===== config.mk =====
export PLATFORM = sky130hd
export DESIGN_NAME = cpu_alu_with_flags_unit
export DESIGN_NICKNAME = d
export VERILOG_FILES = /design/src/hdl/caf_pkg.sv /design/src/hdl/caf_alu.sv /design/src/hdl/cpu_alu_with_flags_unit.sv
export SDC_FILE = /design/constraint.sdc
export NUM_CORES = 1
export LEC_CHECK = 0
export ABC_CLOCK_PERIOD_IN_PS = 11100
export BUFFER_PORTS_ARGS = -buffer_cell sky130_fd_sc_hd__buf_2
export CAP_MARGIN = 20
export CORE_MARGIN = 2
export CORE_UTILIZATION = 31
export CTS_CLUSTER_DIAMETER = 100
export DETAILED_ROUTE_END_ITERATION = 8
export GPL_TIMING_DRIVEN = 0
export PLACE_DENSITY = 0.57
export SYNTH_ARGS = -nofsm -noshare
export SYNTH_HDL_FRONTEND = slang
export SYNTH_HIERARCHICAL = 1
export SYNTH_SLANG_ARGS = --single-unit

===== constraint.sdc =====
create_clock -name clock -period 11.1 [get_ports clock]
set_clock_uncertainty 0.15 [all_clocks]
set_input_delay 2.22 -clock clock [delete_from_list [all_inputs] [get_ports clock]]
set_output_delay 2.22 -clock clock [all_outputs]
set_load 0.005 [all_outputs]

===== src/hdl/caf_pkg.sv =====
`timescale 1ns / 1ps
// ----------------------------------------------------------------------------
// caf_pkg
// Operation codes and flag types shared by the ALU (8-bit operations plus 16-bit adds) and its wrapper.
// ----------------------------------------------------------------------------
package caf_pkg;

   localparam int unsigned CmdWidth  = 5;
   localparam int unsigned DataWidth = 16;
   localparam int unsigned ByteWidth = 8;

   typedef enum logic [CmdWidth-1:0] {
      CMD_ADD   = 5'd0,
      CMD_ADC   = 5'd1,
      CMD_SUB   = 5'd2,
      CMD_SBC   = 5'd3,
      CMD_AND   = 5'd4,
      CMD_XOR   = 5'd5,
      CMD_OR    = 5'd6,
      CMD_CP    = 5'd7,
      CMD_INC   = 5'd8,
      CMD_DEC   = 5'd9,
      CMD_DAA   = 5'd10,
      CMD_CPL   = 5'd11,
      CMD_CCF   = 5'd12,
      CMD_SCF   = 5'd13,
      CMD_RLCA  = 5'd14,
      CMD_RLA   = 5'd15,
      CMD_RRCA  = 5'd16,
      CMD_RRA   = 5'd17,
      CMD_ADD16 = 5'd18,
      CMD_ADDSP = 5'd19
   } cmd_type;

   typedef struct packed {
      logic z;
      logic n;
      logic h;
      logic c;
   } flags_type;

   localparam logic [ByteWidth-1:0] DaaHiAdj   = 8'h60;
   localparam logic [ByteWidth-1:0] DaaLoAdj   = 8'h06;
   localparam logic [ByteWidth-1:0] DaaHiLimit = 8'h99;
   localparam logic [3:0]           DaaLoLimit = 4'h9;

endpackage


===== src/hdl/caf_alu.sv =====
`timescale 1ns / 1ps
// ----------------------------------------------------------------------------
// caf_alu
// Combinational datapath: one ALU operation with its flag update.
// ----------------------------------------------------------------------------
module caf_alu (
   input  logic [caf_pkg::CmdWidth-1:0]  cmd,
   input  logic [caf_pkg::DataWidth-1:0] x,
   input  logic [caf_pkg::DataWidth-1:0] y,
   input  caf_pkg::flags_type            flags_i,
   output logic [caf_pkg::DataWidth-1:0] result,
   output caf_pkg::flags_type            flags_o
);
   import caf_pkg::*;

   logic [ByteWidth-1:0] a;
   logic [ByteWidth-1:0] b;
   logic                 cin;
   logic [ByteWidth:0]   add9;
   logic [4:0]           add_nib;
   logic [ByteWidth:0]   sub9;
   logic [4:0]           sub_nib;
   logic [ByteWidth-1:0] inc8;
   logic [ByteWidth-1:0] dec8;
   logic                 daa_hi;
   logic                 daa_lo;
   logic [ByteWidth-1:0] daa8;
   logic [DataWidth:0]   add17;
   logic [12:0]          add13;
   logic [ByteWidth:0]   sp9;
   logic [4:0]           sp_nib;
   logic [DataWidth-1:0] sp16;
   logic [ByteWidth-1:0] r8;

   assign a   = x[ByteWidth-1:0];
   assign b   = y[ByteWidth-1:0];
   assign cin = (cmd == CMD_ADC || cmd == CMD_SBC) ? flags_i.c : 1'b0;

   assign add9    = {1'b0, a} + {1'b0, b} + {8'd0, cin};
   assign add_nib = {1'b0, a[3:0]} + {1'b0, b[3:0]} + {4'd0, cin};
   assign sub9    = {1'b0, a} - {1'b0, b} - {8'd0, cin};
   assign sub_nib = {1'b0, a[3:0]} - {1'b0, b[3:0]} - {4'd0, cin};
   assign inc8    = a + 8'd1;
   assign dec8    = a - 8'd1;

   // decimal adjust
   assign daa_hi = flags_i.c | (a > DaaHiLimit);
   assign daa_lo = flags_i.h | (a[3:0] > DaaLoLimit);
   always_comb begin
      if (!flags_i.n) begin
         daa8 = a + (daa_hi ? DaaHiAdj : 8'd0) + (daa_lo ? DaaLoAdj : 8'd0);
      end else begin
         daa8 = a - (flags_i.c ? DaaHiAdj : 8'd0) - (flags_i.h ? DaaLoAdj : 8'd0);
      end
   end

   assign add17  = {1'b0, x} + {1'b0, y};
   assign add13  = {1'b0, x[11:0]} + {1'b0, y[11:0]};
   assign sp9    = {1'b0, x[ByteWidth-1:0]} + {1'b0, b};
   assign sp_nib = {1'b0, x[3:0]} + {1'b0, b[3:0]};
   assign sp16   = x + {{ByteWidth{b[ByteWidth-1]}}, b};

   always_comb begin
      r8      = a;
      flags_o = flags_i;
      result  = x;
      case (cmd)
         CMD_ADD, CMD_ADC: begin
            r8      = add9[ByteWidth-1:0];
            flags_o = '{z: (r8 == 8'd0), n: 1'b0, h: add_nib[4], c: add9[ByteWidth]};
         end
         CMD_SUB, CMD_SBC: begin
            r8      = sub9[ByteWidth-1:0];
            flags_o = '{z: (r8 == 8'd0), n: 1'b1, h: sub_nib[4], c: sub9[ByteWidth]};
         end
         CMD_CP: begin
            flags_o = '{z: (sub9[ByteWidth-1:0] == 8'd0), n: 1'b1, h: sub_nib[4],
                        c: sub9[ByteWidth]};
         end
         CMD_AND: begin
            r8      = a & b;
            flags_o = '{z: (r8 == 8'd0), n: 1'b0, h: 1'b1, c: 1'b0};
         end
         CMD_XOR: begin
            r8      = a ^ b;
            flags_o = '{z: (r8 == 8'd0), n: 1'b0, h: 1'b0, c: 1'b0};
         end
         CMD_OR: begin
            r8      = a | b;
            flags_o = '{z: (r8 == 8'd0), n: 1'b0, h: 1'b0, c: 1'b0};
         end
         CMD_INC: begin
            r8      = inc8;
            flags_o = '{z: (r8 == 8'd0), n: 1'b0, h: (r8[3:0] == 4'h0), c: flags_i.c};
         end
         CMD_DEC: begin
            r8      = dec8;
            flags_o = '{z: (r8 == 8'd0), n: 1'b1, h: (r8[3:0] == 4'hF), c: flags_i.c};
         end
         CMD_DAA: begin
            r8      = daa8;
            flags_o = '{z: (r8 == 8'd0), n: flags_i.n, h: 1'b0,
                        c: flags_i.c | (!flags_i.n & daa_hi)};
         end
         CMD_CPL: begin
            r8      = ~a;
            flags_o = '{z: flags_i.z, n: 1'b1, h: 1'b1, c: flags_i.c};
         end
         CMD_CCF: begin
            flags_o = '{z: flags_i.z, n: 1'b0, h: 1'b0, c: ~flags_i.c};
         end
         CMD_SCF: begin
            flags_o = '{z: flags_i.z, n: 1'b0, h: 1'b0, c: 1'b1};
         end
         CMD_RLCA: begin
            r8      = {a[6:0], a[7]};
            flags_o = '{z: 1'b0, n: 1'b0, h: 1'b0, c: a[7]};
         end
         CMD_RLA: begin
            r8      = {a[6:0], flags_i.c};
            flags_o = '{z: 1'b0, n: 1'b0, h: 1'b0, c: a[7]};
         end
         CMD_RRCA: begin
            r8      = {a[0], a[7:1]};
            flags_o = '{z: 1'b0, n: 1'b0, h: 1'b0, c: a[0]};
         end
         CMD_RRA: begin
            r8      = {flags_i.c, a[7:1]};
            flags_o = '{z: 1'b0, n: 1'b0, h: 1'b0, c: a[0]};
         end
         default: begin
         end
      endcase

      case (cmd)
         CMD_ADD16: begin
            result  = add17[DataWidth-1:0];
            flags_o = '{z: flags_i.z, n: 1'b0, h: add13[12], c: add17[DataWidth]};
         end
         CMD_ADDSP: begin
            result  = sp16;
            flags_o = '{z: 1'b0, n: 1'b0, h: sp_nib[4], c: sp9[ByteWidth]};
         end
         default: begin
            if (cmd <= CMD_RRA) begin
               result = {8'd0, r8};
            end
         end
      endcase
   end

endmodule


===== src/hdl/cpu_alu_with_flags_unit.sv =====
`timescale 1ns / 1ps
// ----------------------------------------------------------------------------
// cpu_alu_with_flags_unit
// 8-bit CPU ALU, plus 16-bit adds, with zero, subtract, half-carry and carry flags.
// ----------------------------------------------------------------------------
// A request is taken on every clock where start is high; busy never rises.
// Each request gives one response, marked by rsp_valid for one cycle: one
// register stage captures the request and one the result, with a single pass
// of ALU logic between them. The receiver cannot stall, so a response must be
// taken in the cycle it appears.
module cpu_alu_with_flags_unit (
   input  logic        clock,
   input  logic        reset,
   input  logic        start,
   output logic        busy,
   input  logic [4:0]  req_command,
   input  logic [15:0] req_first_operand,
   input  logic [15:0] req_second_operand,
   input  logic        req_zero_in,
   input  logic        req_subtract_in,
   input  logic        req_half_in,
   input  logic        req_carry_in,
   output logic        rsp_valid,
   output logic [15:0] rsp_result_value,
   output logic        rsp_zero_out,
   output logic        rsp_subtract_out,
   output logic        rsp_half_out,
   output logic        rsp_carry_out
);
   import caf_pkg::*;

   logic                 req_valid_ff;
   logic [CmdWidth-1:0]  cmd_ff;
   logic [DataWidth-1:0] x_ff;
   logic [DataWidth-1:0] y_ff;
   flags_type            flags_ff;
   logic                 rsp_valid_ff;
   logic [DataWidth-1:0] result_ff;
   flags_type            rsp_flags_ff;
   logic [DataWidth-1:0] result_in;
   flags_type            rsp_flags_in;
   logic                 req_take;

   assign busy     = 1'b0;
   assign req_take = start & ~busy;

   always_ff @(posedge clock) begin
      if (reset) begin
         req_valid_ff <= 1'b0;
         rsp_valid_ff <= 1'b0;
      end else begin
         req_valid_ff <= req_take;
         rsp_valid_ff <= req_valid_ff;
      end
   end

   always_ff @(posedge clock) begin
      if (req_take) begin
         cmd_ff   <= req_command;
         x_ff     <= req_first_operand;
         y_ff     <= req_second_operand;
         flags_ff <= '{z: req_zero_in, n: req_subtract_in, h: req_half_in,
                       c: req_carry_in};
      end
      if (req_valid_ff) begin
         result_ff    <= result_in;
         rsp_flags_ff <= rsp_flags_in;
      end
   end

   caf_alu u_alu (
      .cmd     (cmd_ff),
      .x       (x_ff),
      .y       (y_ff),
      .flags_i (flags_ff),
      .result  (result_in),
      .flags_o (rsp_flags_in)
   );

   assign rsp_valid        = rsp_valid_ff;
   assign rsp_result_value = result_ff;
   assign rsp_zero_out     = rsp_flags_ff.z;
   assign rsp_subtract_out = rsp_flags_ff.n;
   assign rsp_half_out     = rsp_flags_ff.h;
   assign rsp_carry_out    = rsp_flags_ff.c;

   a_rsp_follows_req : assert property (@(posedge clock) disable iff (reset)
      rsp_valid |-> $past(start, 2))
      else $error("response without a request two cycles earlier");

   a_byte_op_upper_zero : assert property (@(posedge clock) disable iff (reset)
      (req_valid_ff && cmd_ff <= CMD_RRA) |=> (rsp_result_value[15:8] == 8'd0))
      else $error("byte operation returned nonzero upper byte");

   a_rotate_flags : assert property (@(posedge clock) disable iff (reset)
      (req_valid_ff && (cmd_ff == CMD_RLCA || cmd_ff == CMD_RLA ||
                        cmd_ff == CMD_RRCA || cmd_ff == CMD_RRA))
      |=> (!rsp_zero_out && !rsp_subtract_out && !rsp_half_out))
      else $error("rotate left zero, subtract or half-carry set");

endmodule

### Word level (Yosys, flattened, before mapping)

Cells that the tools add are included.

* add/subtract/negate cells: 17
* magnitude comparators: 3
* equality and inequality tests: 20
* mux-type cells: 11
* bitwise logic cells: 9
* reductions and logical operators: 17

Operators with widths (number)
* $pmux 8 s13: 1
* $logic_not 8->1: 8
* $pmux 4 s13: 1
* $eq 5x4->1 const B: 8
* $pmux 16 s2: 1
* $eq 5x3->1 const B: 4
* $eq 5x5->1 const B: 4
* $add 16x16->17: 1
* $add 16x16->16: 1
* $add 8x8->8: 2
* $mux 16: 1
* $sub 8x8->8: 2
* $mux 7: 2
* $add 12x12->13: 1
* $eq 5x2->1 const B: 2
* $add 8x8->9: 1
* $add 9x1->9: 1
* $sub 8x8->9: 1
* $sub 9x1->9: 1
* $add 8x1->8 const B: 1
* $and 8x8->8: 1
* $gt 8x8->1 const B: 1
* $mux 8: 1
* $not 8->8: 1
* 23 further kinds: 29

* bits in registers: 63
* input bits: 44
* word-level logic and storage cells: 91

### Longest topological paths before layout

* depth in word-level cells: 9
* depth in mapped cells: 15
* gate-level depth less buffers: 14

### Hierarchy

Netlist, hierarchy kept.

By module, submodules not included
* caf_alu: times used 1, cells each 598, area each 4176.5 um^2
* cpu_alu_with_flags_unit: times used 1, cells each 67, area each 1895.6 um^2

### Worst setup path after synthesis

Ideal clock, no wire load.

* path type: register to register
* start point: register cmd_ff[0]
* end point: register rsp_flags_ff, in the netlist rsp_half_out (data pin)
* arrival time: 3620 ps
* path slack: 7057 ps
* stages on the path, launching flop included: 15
* buffers on the path: 2
* path through: edfxtp_1 buf_1 clkbuf_1 nand2_1 or4_1 fa_1 fa_1 o21a_1 nor2_1 xnor2_1 o21ai_0 a211o_1 a22oi_1 a22o_1 o221ai_1

RTL lines
* from (decl): RTL line cpu_alu_with_flags_unit.sv:33 `logic [CmdWidth-1:0] cmd_ff;`
* from (signal assigned): RTL line cpu_alu_with_flags_unit.sv:59 `cmd_ff <= req_command;`
* to (signal assigned): RTL line cpu_alu_with_flags_unit.sv:67 `rsp_flags_ff <= rsp_flags_in;`
* to (decl): RTL line cpu_alu_with_flags_unit.sv:39 `flags_type rsp_flags_ff;`

### Worst setup path in the final report

* start point: register cmd_ff[0]
* end point: register result_ff[4] (netlist: rsp_result_value[4]) (data pin)

* cells in the longest elaborated chain, start to end: 7

Ends and longest elaborated chain
* $eq 5x1->1 or $eq 5x2->1 (tied branches): RTL line caf_alu.sv:37, caf_alu.sv:67
* $logic_or 1x1->1: RTL line caf_alu.sv:37 `assign cin = (cmd == CMD_ADC || cmd == CMD_SBC) ? flags_i.c : 1'b0;`
* $mux 1: RTL line caf_alu.sv:37
* $sub 9x1->9 or $add 9x1->9 (tied branches): RTL line caf_alu.sv:41, caf_alu.sv:39
* $pmux 8 s13: RTL line caf_alu.sv:67 `case (cmd)`
* $mux 16: RTL line caf_alu.sv:145 `if (cmd <= CMD_RRA) begin`
* $pmux 16 s2 *: RTL line caf_alu.sv:135 `case (cmd)`
* via result_in[4]: RTL line cpu_alu_with_flags_unit.sv:40 `logic [DataWidth-1:0] result_in;`
* to (signal assigned): RTL line cpu_alu_with_flags_unit.sv:66 `result_ff <= result_in;`
* to (decl): RTL line cpu_alu_with_flags_unit.sv:38 `logic [DataWidth-1:0] result_ff;`

The timed path passes the listed nets; every way through them passes the cells marked *.
A chain may end at the register's enable or synchronous reset.

==> reports/qor.txt <==
outcome = completed
Required @ worst endpoint = 11.02 ns
final setup violation count = 0
EDFF count, synth = 61
Cells after Synth = 665
core box area = 0.0193 mm^2
Lkg Pwr = 2.76 nW
largest net degree at the start of global routing = 43
flop-to-flop setup slack = 6.05 ns
Die X = 144 um
fin crit share = 45.5%
setup ws final = 6.05 ns
area leader, netlist = edfxtp_1
Synth Cell Area = 0.00607 mm^2
top_reg_cell synth = edfxtp_1
RSZ-0062 raised after global routing = false
layout cells sized above 1 = 16.0%
Clock Latency Late Sink = 0.35 ns
non-filler instance count after layout = 1011
Iter 0 DRT Violations = 639
hold buffers post-CTS = 0
Final Max Tran Viols = 0
# rows = 51
cts repair resizes = 0
#FFs+latches synth = 63
crit path max fanout = 10
Core Util, Final = 36.5%
Worst Setup Path Type = reg2reg
Inserted Clock Buffers = 9
nets = 853
Clock Sinks = 63
Clock Tree Buf Depth = 2
setup TNS = 0 ns
Async SR Flop Fraction = 0%
DRT antenna net count = 0
peak supply drop = 82.8 uV
dpl cells = 995
Remaining Overflow, GRT = 0
I/O pin count = 66
Port Buffers = 64
Avg Synthesized Cell Area = 9.13 um^2
area grow syn2layout = 16.1%
Cell variety after synth = 84
Initial Util = 31.4%
max-cap violation count = 0
Fmax = 198 MHz
Max H-tree Level = 3
syn_nets = 777
antenna violations before repair = 0
# diodes = 0
most area-consuming cells after synthesis = edfxtp_1 30%, ha_1 13%, xnor2_1 4.3%, nand2_1 3.5%, a21oi_1 2.6%
top cell type's share of synthesized area = 30.2%
vias per std cell = 5.48
CTS root buffer = clkbuf_16
Post-route DRC = 0
hold crit path type = reg2reg
Yosys warning count = 6
Critical Path End Type = register
CTS tree = yes
first-pass GRT wire length = 30400 um
pre-CTS setup slack = 6.17 ns
fin crit period = 5.05 ns
die area = 0.0207 mm^2
final WL = 19900 um
Final Hold Fails = 0
via count = 5545
Power Total = 0.000969 W
GPL Wtd Cong = 0.967
Pre-antenna DRT Iters = 5
drt wl/cell = 19.7 um
CP arrival = 4.97 ns
Detail Placement HPWL = 15400 um
die height = 144 um
postcts setup bufs = 0
vias in the first global route = 5237
Pwr per Cell Area = 137 mW/mm^2
Setup crit start kind = register
gr usage total = 19.5%
Clock transition at path regs = 0.06 ns
Worst Tran Pin Value = 1.08 ns
sequential share of the synthesized area = 30.8%
Rel. slew slack = 27.7%
==> cell type report <==
cell class / count / area [um^2]
Inverter: 33 / 124
Clock buffer: 9 / 225
Timing Repair Buffer: 65 / 324
Multi-Input combinational cell: 531 / 3900
Clock inverter: 7 / 96.3
Buffer: 38 / 178
Sequential cell: 63 / 1870
Tap cell: 265 / 332
Fill cell: 2018 / 12300
==> critical path, cell delays in order (launching register included) <==
cell,delay [ns]
edfxtp_1,0.41
buf_1,0.45
clkbuf_1,0.47
nand2_1,0.12
or4_1,0.51
fa_1,0.45
fa_1,0.49
o21a_1,0.26
nor2_1,0.18
xor2_1,0.27
o22ai_1,0.12
a2111oi_0,0.39
buf_1,0.23
a2bb2oi_1,0.17
o22ai_1,0.10
==> cell usage in the layout, fill, tap and decap left out, drive strengths merged, types with 7 or more instances in the layout <==
| cell | count |
|---|---|
| a31oi | 11 |
| and3 | 7 |
| nor3 | 21 |
| inv | 34 |
| nor2b | 13 |
| nor2 | 40 |
| o21ai | 33 |
| nand2 | 57 |
| o211ai | 7 |
| nand3 | 25 |
| xnor2 | 33 |
| a211oi | 8 |
| a21o | 10 |
| ha | 64 |
| edfxtp | 61 |
| a22oi | 11 |
| o22ai | 11 |
| a21oi | 37 |
| xor2 | 17 |
| buf | 78 |
| o221ai | 10 |
| nand4 | 10 |
| clkbuf | 34 |
==> power breakdown <==
part | total (W) | switching [W] | internal (W)
combinational | 0.000356 | 0.000216 | 0.000140
clock | 0.000308 | 0.000111 | 0.000197
sequential | 0.000305 | 0.0000181 | 0.000287
==> cells in the mapped netlist (17+ instances only) <==
cell	count
a21oi_1	31
clkbuf_1	25
edfxtp_1	61
ha_1	64
inv_1	33
nand2_1	57
nand3_1	24
nor2_1	40
nor3_1	19
o21ai_0	26
xnor2_1	30
xor2_1	17
==> layer usage <==
| layer | global-route usage, % | wire length (um) |
|---|---|---|
| met5 | 0 | 0 |
| met4 | 7.43 | 640 |
| met3 | 3.70 | 1560 |
| met2 | 29.1 | 8540 |
| met1 | 27.7 | 9170 |
==> state kept, by name, summed over array words and instances, names as in the netlist <==
name,flops
flags_ff,4
y_ff,16
cmd_ff,5
rsp_result_value,16
rsp_half_out,1
rsp_carry_out,1
req_valid_ff,1
rsp_valid,1
rsp_zero_out,1
x_ff,16
rsp_subtract_out,1
==> per-stage QoR <==
stage,hold slack (ns),cell area (um^2)
after floorplan,0.412,6070
after global placement,0.461,6720
after detailed placement,0.463,6730
after CTS,0.476,7050
after global routing,0.520,7050
final,0.478,7050
==> kinds of logic (layout without fill, tap and decap cells) <==
group           Yosys count  after routing  share of synthesized area [%]
buf+inv                  71            152                           4.97
mux                       6              6                           1.05
xor+xnor                 50             50                           7.58
other cells               1              1                         0.0618
flops                    63             63                           30.8
compound gates          185            185                           21.8
fa+ha+maj                68             68                           14.5
simple gates            221            221                           19.2
==> path summary, 6_finish.rpt <==
kind / endpoint / depth (start not counted) / startpoint
max reg2reg: rsp_result_value[4] / 14 / cmd_ff[0]
max: rsp_result_value[4] / 14 / cmd_ff[0]
min reg2reg: rsp_result_value[13] / 2 / x_ff[13]
min: rsp_result_value[13] / 2 / x_ff[13]
Note: power is estimated with default switching activity, not from simulation.
